--- src/assert_macros.svh ---
// Assertion macros included by the tag engine core.
`ifndef ASSERT_MACROS_SVH
`define ASSERT_MACROS_SVH
// Implication that must hold at every clock edge outside reset.
`define ASSERT_IMPLY(label, clk, rst_n, a, c, msg) \
    label: assert property (@(posedge clk) disable iff (!rst_n) (a) |-> (c)) else $error(msg);
// Implication whose consequent must hold in the cycle after the antecedent.
`define ASSERT_NEXT(label, clk, rst_n, a, c, msg) \
    label: assert property (@(posedge clk) disable iff (!rst_n) (a) |=> (c)) else $error(msg);
`endif

--- src/hlbc_ram.sv ---
//------------------------------------------------------------------------------
// hlbc_ram
// Generic single-port RAM with registered read data.
//------------------------------------------------------------------------------
`default_nettype none
module hlbc_ram #(
    parameter int WIDTH = 32,
    parameter int DEPTH = 32
) (
    input  wire logic                     clk,
    input  wire logic                     we,
    input  wire logic [$clog2(DEPTH)-1:0] addr,
    input  wire logic [WIDTH-1:0]         wdata,
    output logic      [WIDTH-1:0]         rdata
);
    logic [WIDTH-1:0] mem [DEPTH];

    always_ff @(posedge clk)
    begin
        if (we)
        begin
            mem[addr] <= wdata;
        end
        rdata <= mem[addr];
    end
endmodule
`default_nettype wire

--- config.mk ---
export PLATFORM = sky130hd
export DESIGN_NAME = hlbc_ram
export DESIGN_NICKNAME = d
export VERILOG_FILES = /design/src/assert_macros.svh /design/src/hlbc_ram.sv
export SDC_FILE = /design/constraint.sdc
export NUM_CORES = 1
export LEC_CHECK = 0
export ABC_AREA = 1
export BUFFER_PORTS_ARGS = -buffer_cell sky130_fd_sc_hd__buf_2
export CORE_MARGIN = 2
export CORE_UTILIZATION = 40
export DETAILED_ROUTE_END_ITERATION = 8
export PLACE_DENSITY = 0.56
export SYNTH_ARGS = -nofsm -noshare
export SYNTH_HDL_FRONTEND = slang
export SYNTH_SLANG_ARGS = --single-unit
--- constraint.sdc ---
create_clock -name clk -period 9.4 [get_ports clk]
set_input_delay 1.88 -clock clk [delete_from_list [all_inputs] [get_ports clk]]
set_output_delay 1.88 -clock clk [all_outputs]
set_load 0.01 [all_outputs]
After elaboration in Yosys (flattened, before gate mapping)
Memory sizes are Yosys's and may differ from the RTL's. A register that Yosys moved wholly into a read port is not among the register bits.
Index checks and enable logic that the tools add are counted.
{"block": "totals", "n_memories": 1, "regBits": 0, "elab_cells": 3, "inputBits": 39, "mem_bits_rw": 1024, "output_inout_bits": 32}
{"memory": "mem", "words": 32, "word_bits": 32, "read_ports": 1, "rd_ports_with_merged_regs": 1, "write_ports": 1, "line": "hlbc_ram.sv:16", "source": "logic [WIDTH-1:0] mem [DEPTH];"}
{"block": "op_classes", "mux": 2}
{"cell": "2-to-1 mux 1 bit", "count": 2}

Logic depth before layout (Yosys ltp)
Gate-level depths: netlist of run 1.
{"block": "depth", "ltp_word": 2, "mapped_depth": 11, "mapped_depth_nobuf": 9}

Worst setup path before layout of run 1
Ideal clock, no wire load.
{"block": "synth_timing", "kind": "input-to-reg", "start": "input addr[1]", "end": "memory mem[10][0], enable pin", "required_time_ns": 8.979, "slack_ns": 4.839, "t_arrival_ns": 4.140, "stages": 5, "path_cell_list": "buf_2 -> buf_2 -> clkbuf_1 -> nand3_1 -> nor2_1"}
{"element": "from (decl)", "line": "hlbc_ram.sv:12", "source": "input wire logic [$clog2(DEPTH)-1:0] addr,"}
{"element": "to (decl)", "line": "hlbc_ram.sv:16"}
Straight into the memory's write port.

Final worst setup path of run 1
{"block": "layout_timing", "start": "input addr[0]", "end": "memory mem[15][5], enable pin"}
Straight into the memory's write port.

==> flow_metrics.py, run 1 <==
metrics = {
    "global_routing": {
        "antenna_found_initial": 4,
        "track_usage": 0.215,
        "grt_pass1_wl_um": 176000,
        "grt_pass1_vias": 26458,
        "grt_max_degree": 149,
        "grt-ovfl-total": 0,
    },
    "synthesis": {
        "synth_area_sq_um": 42900,
        "yosysWarnings": 0,
        "syn_avg_cell_area_sq_um": 10.5,
        "ys_ff_latch": 1056,
        "synthDistinctLibCells": 13,
        "syn_inst": 4091,
        "synth_nets": 4130,
        "seq_area_frac_synth": 0.731,
    },
    "place": {
        "portBuffers": 70,
        "place_congestion": 0.806,
        "dp.cells": 5402,
        "dp_hpwl_um": 67400,
    },
    "clock_network": {
        "cts.sinks": 1056,
        "clk_latency_ns": 0.68,
        "root_buffer": "clkbuf_16",
        "clk_path_buf_depth": 3,
        "cts-buffers-inserted": 108,
        "clkTransAtPathRegs_ns": 0.06,
        "hold_buffers": 0,
        "postCtsSetupBuffers": 0,
        "cts-resized-gates": 0,
        "cts_tree": "built",
        "htreeDepth": 3,
    },
    "setup_path": {
        "cp_max_fo": 115,
        "worst_setup_path_start_kind": "input pin",
        "required_ns": 9.69,
        "arrival_ns": 5.45,
        "critPathKind": "in2reg",
        "endpoint_kind": "flop",
    },
    "drt": {
        "drc_errors": 0,
        "via_count": 27840,
        "postRouteWirelength_um": 119000,
        "wl_per_cell_um": 21.3,
        "ant_nets": 0,
        "first_iter_violations": 2932,
        "dr.pass1.iters": 6,
        "via_per_inst": 4.97,
    },
    "die": {
        "dieArea_sq_um": 110000,
        "io_pins": 71,
        "dieHeight_um": 332,
        "rows": 120,
        "core_sq_um": 107000,
        "fp.dieW_um": 332,
        "start_util": 0.402,
    },
    "sta": {
        "hold_viol_final": 0,
        "finalCritPeriodShare": 0.549,
        "clock-skew-final_ns": 0.0268,
        "maxSlewHeadroom": 0.157,
        "tightest_slew_ns": 1.26,
        "period_minus_slack_ns": 5.16,
        "fin_tns_setup_ns": 0,
        "final_max_slew_viol_count": 0,
        "fmax_mhz": 194,
        "setup_violations": 0,
        "whs_ns": 0.713,
        "rsz0062_at_grt": "no",
    },
    "finish": {
        "nFillCells": 9806,
        "instances_no_fill": 5602,
        "layout_commonest_cell": "nand2_1",
        "final_cell_mix": "nand2_1 (2720), edfxtp_1 (1024), clkbuf_16 (112)",
        "nets": 4148,
        "syn_to_final_growth_pct": 12.6,
        "final_layout_size_suffix_gt1_frac": 0.0731,
    },
    "status": {
        "outcome": "completed",
    },
    "power": {
        "peakVddDrop_v": 0.000160,
        "p_leak_nw": 19.8,
        "p_per_area_nw_per_um2": 210,
    },
    "job": {
        "max_cap_viol_count": 0,
    },
    "min_path": {
        "min_path_type": "reg2reg",
    },
}
[area by class of cell]
type,count,area [sq um],share of cell area
Multi-Input combinational cell,2828,11000,0.227
Antenna cell,1,2.50,0.0000518
Clock inverter,63,557,0.0115
Timing Repair Buffer,102,648,0.0134
Inverter,13,63.8,0.00132
Clock buffer,136,2960,0.0613
Sequential cell,1056,31400,0.649
Tap cell,1403,1760,0.0363
[cells in the mapped netlist]
library cell	number	area [sq um]
nand3_1	4	20.0
nor3_2	7	70.1
clkinv_1	1	3.75
buf_2	67	335
nor3_1	1	5.00
inv_1	8	30.0
nor2_1	96	360
clkbuf_1	118	443
nand2_1	2720	10200
buf_1	9	33.8
inv_2	4	15.0
dfxtp_1	32	641
edfxtp_1	1024	30700
[metrics by stage]
stage | power, W | setup slack (ns) | area [sq um] | util
finish | 0.0101 | 4.24 | 48300 | 0.453
global route | 0.0105 | 4.00 | 48300 | 0.453
detailed placement | 0.00596 | 3.48 | 44800 | 0.420
global placement | 0.00596 | 3.48 | 44800 | 0.420
CTS | 0.0102 | 4.20 | 48300 | 0.453
floorplan | 0.00567 | 4.84 | 42900 | -
[where the power goes]
| group | switching (W) | total [W] | internal (W) |
|---|---|---|---|
| sequential | 0.0000191 | 0.00526 | 0.00524 |
| clock | 0.00180 | 0.00429 | 0.00249 |
| combinational | 0.000470 | 0.000600 | 0.000130 |
| total | 0.00229 | 0.0101 | 0.00786 |
[cell families (layout without fill, tap and decap cells)]
logic type | count (synthesis) | after routing | share of synthesized area
other | 0 | 1 | 0
DFF | 1056 | 1056 | 0.731
and+or+nand+nor | 2828 | 2828 | 0.249
buffers and inverters | 207 | 314 | 0.0201
[flip-flops by register name (all words and copies together), names as in the netlist]
| signal | count |
|---|---|
| rdata | 32 |
| mem | 1024 |
[layer usage]
metal / wire length [um] / global-route usage
met5: 13 / 0
met2: 54900 / 0.343
met4: 2870 / 0.0620
met3: 7160 / 0.0281
met1: 54400 / 0.309
[worst paths after layout]
kind	startpoint	endpoint	slack (ns)	cells past startpoint
setup / recovery	addr[0]	mem[15][5]$_DFFE_PP_	4.24	4
hold / removal	mem[9][2]$_DFFE_PP_	rdata[2]$_DFF_P_	0.71	8
setup reg to reg	mem[9][15]$_DFFE_PP_	rdata[15]$_DFF_P_	7.64	8
hold reg to reg	mem[9][2]$_DFFE_PP_	rdata[2]$_DFF_P_	0.71	8
[critical path, cell delays in order]
cell and delay, ns:
buf_8 0.55, buf_4 0.77, nand3_1 0.89, nor2_4 1.25
(Power assumes the default switching activity.)
==> inputs of run 2 (changes only) <==
--- a/config.mk
+++ b/config.mk
@@ -5,7 +5,7 @@
 export SDC_FILE = /design/constraint.sdc
 export NUM_CORES = 1
 export LEC_CHECK = 0
-export ABC_AREA = 1
+export ABC_AREA = 0
 export BUFFER_PORTS_ARGS = -buffer_cell sky130_fd_sc_hd__buf_2
 export CORE_MARGIN = 2
 export CORE_UTILIZATION = 40
==> constraint.sdc (replaced) <==
create_clock -name clk -period 4.8 [get_ports clk]
set_input_delay 0.96 -clock clk [delete_from_list [all_inputs] [get_ports clk]]
set_output_delay 0.96 -clock clk [all_outputs]
set_load 0.01 [all_outputs]
==> run 2 against run 1 <==
Effect of this change:
- clock power grew 90%
- non-clock buffer count grew 30
- sequential cell count is the same
- critical path depth grew 2
- utilization grew 1.1 points
- via count shrank 28%
- clock-buffer cell count grew 30
- hold slack lost 0.061 ns
- critical path type unchanged
==> flow_metrics.py, run 2 <==
metrics = {
    "finish": {
        "final_layout_size_suffix_gt1_frac": 0.146,
        "syn_to_final_growth_pct": 14.8,
        "final_area_sq_um": 45600,
        "reg.largest.list": "mem: 1024 flops, rdata: 32 flops",
        "nets": 2263,
        "largest_reg_flops": 1024,
        "layout_commonest_cell": "edfxtp_1",
        "instances_no_fill": 3610,
        "top_register": "mem",
        "nFillCells": 8270,
        "final_cell_mix": "edfxtp_1 (1024), mux2i_1 (512), o22ai_1 (256)",
    },
    "setup_path": {
        "cp_max_fo": 27,
        "crit_buf_inv": 2,
        "cp_cell_sequence": "buf_2 -> or4b_2 -> buf_4 -> o22ai_1 -> nor4_1 -> nand2_1",
        "arrival_ns": 3.58,
        "slowest_delay_ns": 0.78,
        "cp_top_family": "simple AND/OR/NAND/NOR gates",
        "endpoint_kind": "flop",
        "worst_setup_path_start_kind": "input pin",
        "required_ns": 5.30,
        "critPathSlowestCell": "or4b_2",
        "critPathKind": "in2reg",
    },
    "synthesis": {
        "synth_area_sq_um": 39700,
        "synth_edf_count": 1024,
        "yosysMostFrequentCell": "edfxtp_1",
        "synth_nets": 2146,
        "yosys-top-cells-count": "edfxtp_1 (1024), mux2i_1 (512), o22ai_1 (256), buf_2 (81), nor4_1 (64)",
        "syn_avg_cell_area_sq_um": 18.9,
        "yosysTopAreaCellShare": 0.774,
        "yosysWarnings": 0,
        "seq_area_frac_synth": 0.790,
        "syn_inst": 2107,
        "synth-main-ff-cell": "edfxtp_1",
        "synth_area_leaders": "edfxtp_1 (77%), mux2i_1 (13%), o22ai_1 (4.0%), dfxtp_1 (1.6%), buf_2 (1.0%)",
        "yosysTopAreaCell": "edfxtp_1",
        "synthDistinctLibCells": 23,
        "async_flop_share": 0,
        "ys_ff_latch": 1056,
    },
    "sta": {
        "hold_viol_final": 0,
        "clock-skew-final_ns": 0.0228,
        "rsz0062_at_grt": "no",
        "fmax_mhz": 324,
        "setup_ws_ns": 1.71,
        "setup_violations": 0,
        "maxSlewHeadroom": 0.332,
        "final_max_slew_viol_count": 0,
        "fin_tns_setup_ns": 0,
        "finalCritPeriodShare": 0.643,
        "tightest_slew_ns": 0.997,
        "period_minus_slack_ns": 3.09,
    },
    "clock_network": {
        "clkTransAtPathRegs_ns": 0.06,
        "cts-buffers-inserted": 109,
        "clk_latency_ns": 0.68,
        "clk_path_buf_depth": 3,
        "root_buffer": "clkbuf_16",
        "cts.sinks": 1056,
        "postCtsSetupBuffers": 0,
        "hold_buffers": 0,
        "htreeDepth": 3,
        "cts_tree": "built",
        "cts-resized-gates": 0,
    },
    "die": {
        "start_util": 0.404,
        "dieHeight_um": 319,
        "fp.dieW_um": 319,
        "io_pins": 71,
        "dieArea_sq_um": 102000,
        "core_sq_um": 98400,
        "rows": 115,
    },
    "place": {
        "dp.cells": 3400,
        "dp_hpwl_um": 54600,
        "place_congestion": 0.785,
        "postPlaceCellArea_sq_um": 42100,
        "dp_slack_ns": 1.05,
        "portBuffers": 70,
    },
    "global_routing": {
        "grtUsageMet1": 0.268,
        "grt_max_degree": 74,
        "grt_pass1_vias": 20213,
        "grt_pass1_wl_um": 144000,
        "grt-ovfl-total": 0,
        "grt_use_met2": 0.324,
        "met3_usage": 0.0335,
        "antenna_found_initial": 7,
        "busiest_layer": "met2",
        "track_usage": 0.195,
    },
    "drt": {
        "dr.pass1.iters": 7,
        "postRouteWirelength_um": 100000,
        "via_per_inst": 5.57,
        "wl_per_cell_um": 27.8,
        "ant_nets": 0,
        "first_iter_violations": 2077,
        "drc_errors": 0,
        "via_count": 20112,
    },
    "power": {
        "peakVddDrop_v": 0.000286,
        "p_leak_nw": 15.7,
        "p_per_area_nw_per_um2": 422,
    },
    "status": {
        "outcome": "completed",
    },
    "job": {
        "max_cap_viol_count": 0,
    },
    "min_path": {
        "min_path_type": "reg2reg",
    },
}
-- run 2: cell count changes after synthesis, sizes merged, moves of 6 or more --
cell     delta
nand2    -2686
mux2i     +512
o22ai     +256
clkbuf     -95
nor2       -67
nor4       +64
buf        +27
inv        -12
nand4bb     +6
-- run 2: path summary, 6_finish.rpt --
check | from | to | slack, ns | cells past startpoint
setup reg to reg | mem[31][22]$_DFFE_PP_ | rdata[22]$_DFF_P_ | 3.07 | 4
setup / recovery | addr[2] | rdata[22]$_DFF_P_ | 1.71 | 6
hold / removal | mem[28][11]$_DFFE_PP_ | rdata[11]$_DFF_P_ | 0.65 | 4
hold reg to reg | mem[28][11]$_DFFE_PP_ | rdata[11]$_DFF_P_ | 0.65 | 4
-- run 2: stage by stage --
step	power, W	utilization	hold slack [ns]
floorplan	0.0109	-	0.576
finish	0.0193	0.464	0.652
global route	0.0198	0.463	0.697
CTS	0.0194	0.463	0.656
detailed placement	0.0113	0.428	0.641
global placement	0.0113	0.428	0.621
-- run 2: tightest hold or removal path, cell delays in order (launching register included) --
cell and delay (ns):
edfxtp_1 0.31, mux2i_1 0.06, o22ai_1 0.13, nor4_1 0.06
nand2_1 0.06
-- run 2: cell families (layout without fill, tap and decap cells) --
family	count (synthesis)	in the layout	synth area share
other cells	0	3	0
buf+inv	126	339	0.0182
mux	512	512	0.129
simple gates	157	157	0.0227
compound gates	256	256	0.0403
flops	1056	1056	0.790
-- run 2: final cells by class --
type,instances,area [sq um],share of cell area
flip-flops and latches,1056,31400,0.688
clock inverters,41,319,0.00699
repair buffers,132,1180,0.0258
multi-input cells,925,7960,0.174
diodes,3,7.51,0.000165
clock buffers,166,3160,0.0693
well taps,1287,1610,0.0353
-- run 2: report_power, final --
part           switching [W]  internal, W
clock network        0.00347      0.00467
logic               0.000552     0.000272
registers          0.0000474       0.0103
-- run 2: routing by layer --
metal	wire length (um)	up-vias
li1	-	8855
met1	43700	10574
met2	49200	557
met3	5540	124
met4	1870	2
met5	15	-
==> inputs of run 3 (changes only) <==
==> constraint.sdc (replaced) <==
create_clock -name clk -period 3 [get_ports clk]
set_input_delay 0.6 -clock clk [delete_from_list [all_inputs] [get_ports clk]]
set_output_delay 0.6 -clock clk [all_outputs]
set_load 0.01 [all_outputs]
==> run 3 against run 2 <==
Effect of this change:
- clock power up 61%
- worst setup slack worse by 0.93 ns
- sequential power up 60%
- final cell count up 2.2%
- die area unchanged
- sequential share of layout area down 1.4 points
- utilization up 0.93 points
- non-clock buffer count up 84
- sequential cell count unchanged
- clock skew down 0.0017 ns
==> flow_metrics.py, run 3 (synthesized netlist as in run 2, its figures left out) <==
metrics = {
    "status": {
        "outcome": "completed",
    },
    "drt": {
        "via_count": 20484,
        "via_per_inst": 5.55,
        "dr.pass1.iters": 5,
        "ant_nets": 0,
        "first_iter_violations": 2150,
        "drc_errors": 0,
        "postRouteWirelength_um": 99900,
        "wl_per_cell_um": 27.1,
    },
    "die": {
        "dieArea_sq_um": 102000,
        "fp.dieW_um": 319,
        "rows": 115,
        "core_sq_um": 98400,
        "io_pins": 71,
        "start_util": 0.404,
        "dieHeight_um": 319,
    },
    "power": {
        "seqPwrFrac": 0.532,
        "p_sw_w": 0.00642,
        "p_comb_frac": 0.045,
        "power_w": 0.0310,
        "power_switching_share": 0.207,
        "peakVddDrop_v": 0.000436,
        "p_per_area_nw_per_um2": 666,
        "p_leak_nw": 16.2,
        "power_frac_clock": 0.422,
        "internal-power_w": 0.0246,
    },
    "place": {
        "portBuffers": 70,
        "postPlaceCellArea_sq_um": 43000,
        "place_congestion": 0.768,
        "dp_hpwl_um": 56100,
    },
    "sta": {
        "rsz0062_at_grt": "no",
        "setup_violations": 0,
        "tightest_slew_ns": 0.895,
        "hold_viol_final": 0,
        "finalCritPeriodShare": 0.740,
        "period_minus_slack_ns": 2.22,
        "final_max_slew_viol_count": 0,
        "clock-skew-final_ns": 0.0211,
        "fmax_mhz": 451,
        "maxSlewHeadroom": 0.402,
    },
    "finish": {
        "syn_to_final_growth_pct": 17.1,
        "final_area_sq_um": 46500,
        "nFillCells": 8263,
        "largest_reg_flops": 1024,
        "nets": 2346,
        "final_cell_mix": "edfxtp_1 (1024), mux2i_1 (512), o22ai_1 (256)",
        "top_register": "mem",
        "reg.largest.list": "mem: 1024 flops, rdata: 32 flops",
        "final_layout_size_suffix_gt1_frac": 0.174,
        "layout_commonest_cell": "edfxtp_1",
    },
    "global_routing": {
        "grt_pass1_vias": 20473,
        "track_usage": 0.194,
        "grt_max_degree": 50,
        "grt-ovfl-total": 0,
        "grt_pass1_wl_um": 143000,
        "antenna_found_initial": 3,
    },
    "setup_path": {
        "endpoint_kind": "flop",
        "critPathKind": "in2reg",
        "crit_cells": 7,
        "reg2reg_to": "rdata[18]$_DFF_P_",
        "critPathCapture": "rdata[18]$_DFF_P_",
        "reg2regPathDepth": 4,
        "slowest_delay_ns": 0.66,
        "r2r-start": "mem[22][18]$_DFFE_PP_",
        "cp_max_fo": 33,
        "cp_cell_sequence": "buf_8 -> buf_12 -> buf_4 -> mux2i_1 -> o22ai_1 -> nor4_1 -> nand2_1",
        "arrival_ns": 2.75,
        "required_ns": 3.53,
        "critPathSlowestCell": "nor4_1",
        "r2r_slack_ns": 1.48,
        "cp_top_family": "buffers and inverters",
        "worst_setup_path_start_kind": "input pin",
        "crit_buf_inv": 3,
        "crit_start": "addr[1]",
    },
    "clock_network": {
        "root_buffer": "clkbuf_16",
        "clk_latency_ns": 0.67,
        "cts-resized-gates": 0,
        "clkTransAtPathRegs_ns": 0.06,
        "clk_path_buf_depth": 3,
        "cts-buffers-inserted": 108,
        "hold_buffers": 0,
        "cts.sinks": 1056,
        "postCtsSetupBuffers": 0,
        "cts_tree": "built",
        "htreeDepth": 3,
    },
    "min_path": {
        "holdPathStages": 1,
        "min_path_type": "in2reg",
    },
    "job": {
        "max_cap_viol_count": 0,
    },
}
-- run 3: cell types whose count changed in the layout (fill, tap and decap cells not counted), sizes merged --
cell      previous run  this run
inv                  7         2
clkinv              31        45
clkinvlp             1         2
bufinv               2         7
buf                132       216
clkbuf             166       149
diode                3         1
-- run 3: through the flow --
| stage | TNS [ns] | setup slack, ns | utilization | hold WS (ns) | std cells |
|---|---|---|---|---|---|
| 2_1_floorplan | -342.91 | -0.414 | - | 0.576 | 2107 |
| 3_3_place_gp | 0 | 0.0270 | 0.437 | 0.643 | 3484 |
| 3_5_place_dp | 0 | 0.0560 | 0.437 | 0.634 | 3484 |
| 4_1_cts | 0 | 0.778 | 0.473 | 0.376 | 3689 |
| 5_1_grt | 0 | 0.716 | 0.473 | 0.426 | 3689 |
| 6_report | 0 | 0.781 | 0.473 | 0.418 | 3690 |
-- run 3: routing by layer --
layer,vias up,GRT usage,part of all wire
met3,139,0.0293,0.059
met5,-,0,0.00044
met4,6,0.0500,0.020
met1,10689,0.271,0.43
met2,651,0.320,0.49
li1,8999,-,-
-- run 3: final cells by class --
cell class                 count  area [sq um]  area share
timing repair buffer         216          2090      0.0450
clock inverter                56           465      0.0100
sequential                  1056         31400       0.674
tap                         1287          1610      0.0346
antenna                        1          2.50   0.0000538
multi-input combinational    925          7950       0.171
clock buffer                 149          3030      0.0651
-- run 3: power by group through the flow --
stage	Sequential [W]	Clock [W]	Combinational, W
floorplan	0.0168	0	0.000692
global placement	0.0168	0	0.00141
detailed placement	0.0168	0	0.00143
CTS	0.0165	0.0133	0.00143
global route	0.0165	0.0139	0.00151
finish	0.0165	0.0131	0.00141
-- run 3: how the worst min path moves through the flow --
stage	from	to	slack [ns]
floorplan	mem[28][30]$_DFFE_PP_	rdata[30]$_DFF_P_	0.58
global placement	mem[11][8]$_DFFE_PP_	rdata[8]$_DFF_P_	0.64
detailed placement	mem[9][8]$_DFFE_PP_	rdata[8]$_DFF_P_	0.63
CTS	wdata[1]	mem[30][1]$_DFFE_PP_	0.38
global route	wdata[4]	mem[12][4]$_DFFE_PP_	0.43
finish	wdata[2]	mem[14][2]$_DFFE_PP_	0.42
-- run 3: worst reg2reg max path: stages, from the launching register on --
cell and delay, ns:
edfxtp_1 0.36, mux2i_1 0.15, o22ai_1 0.10, nor4_1 0.67, nand2_1 0.11
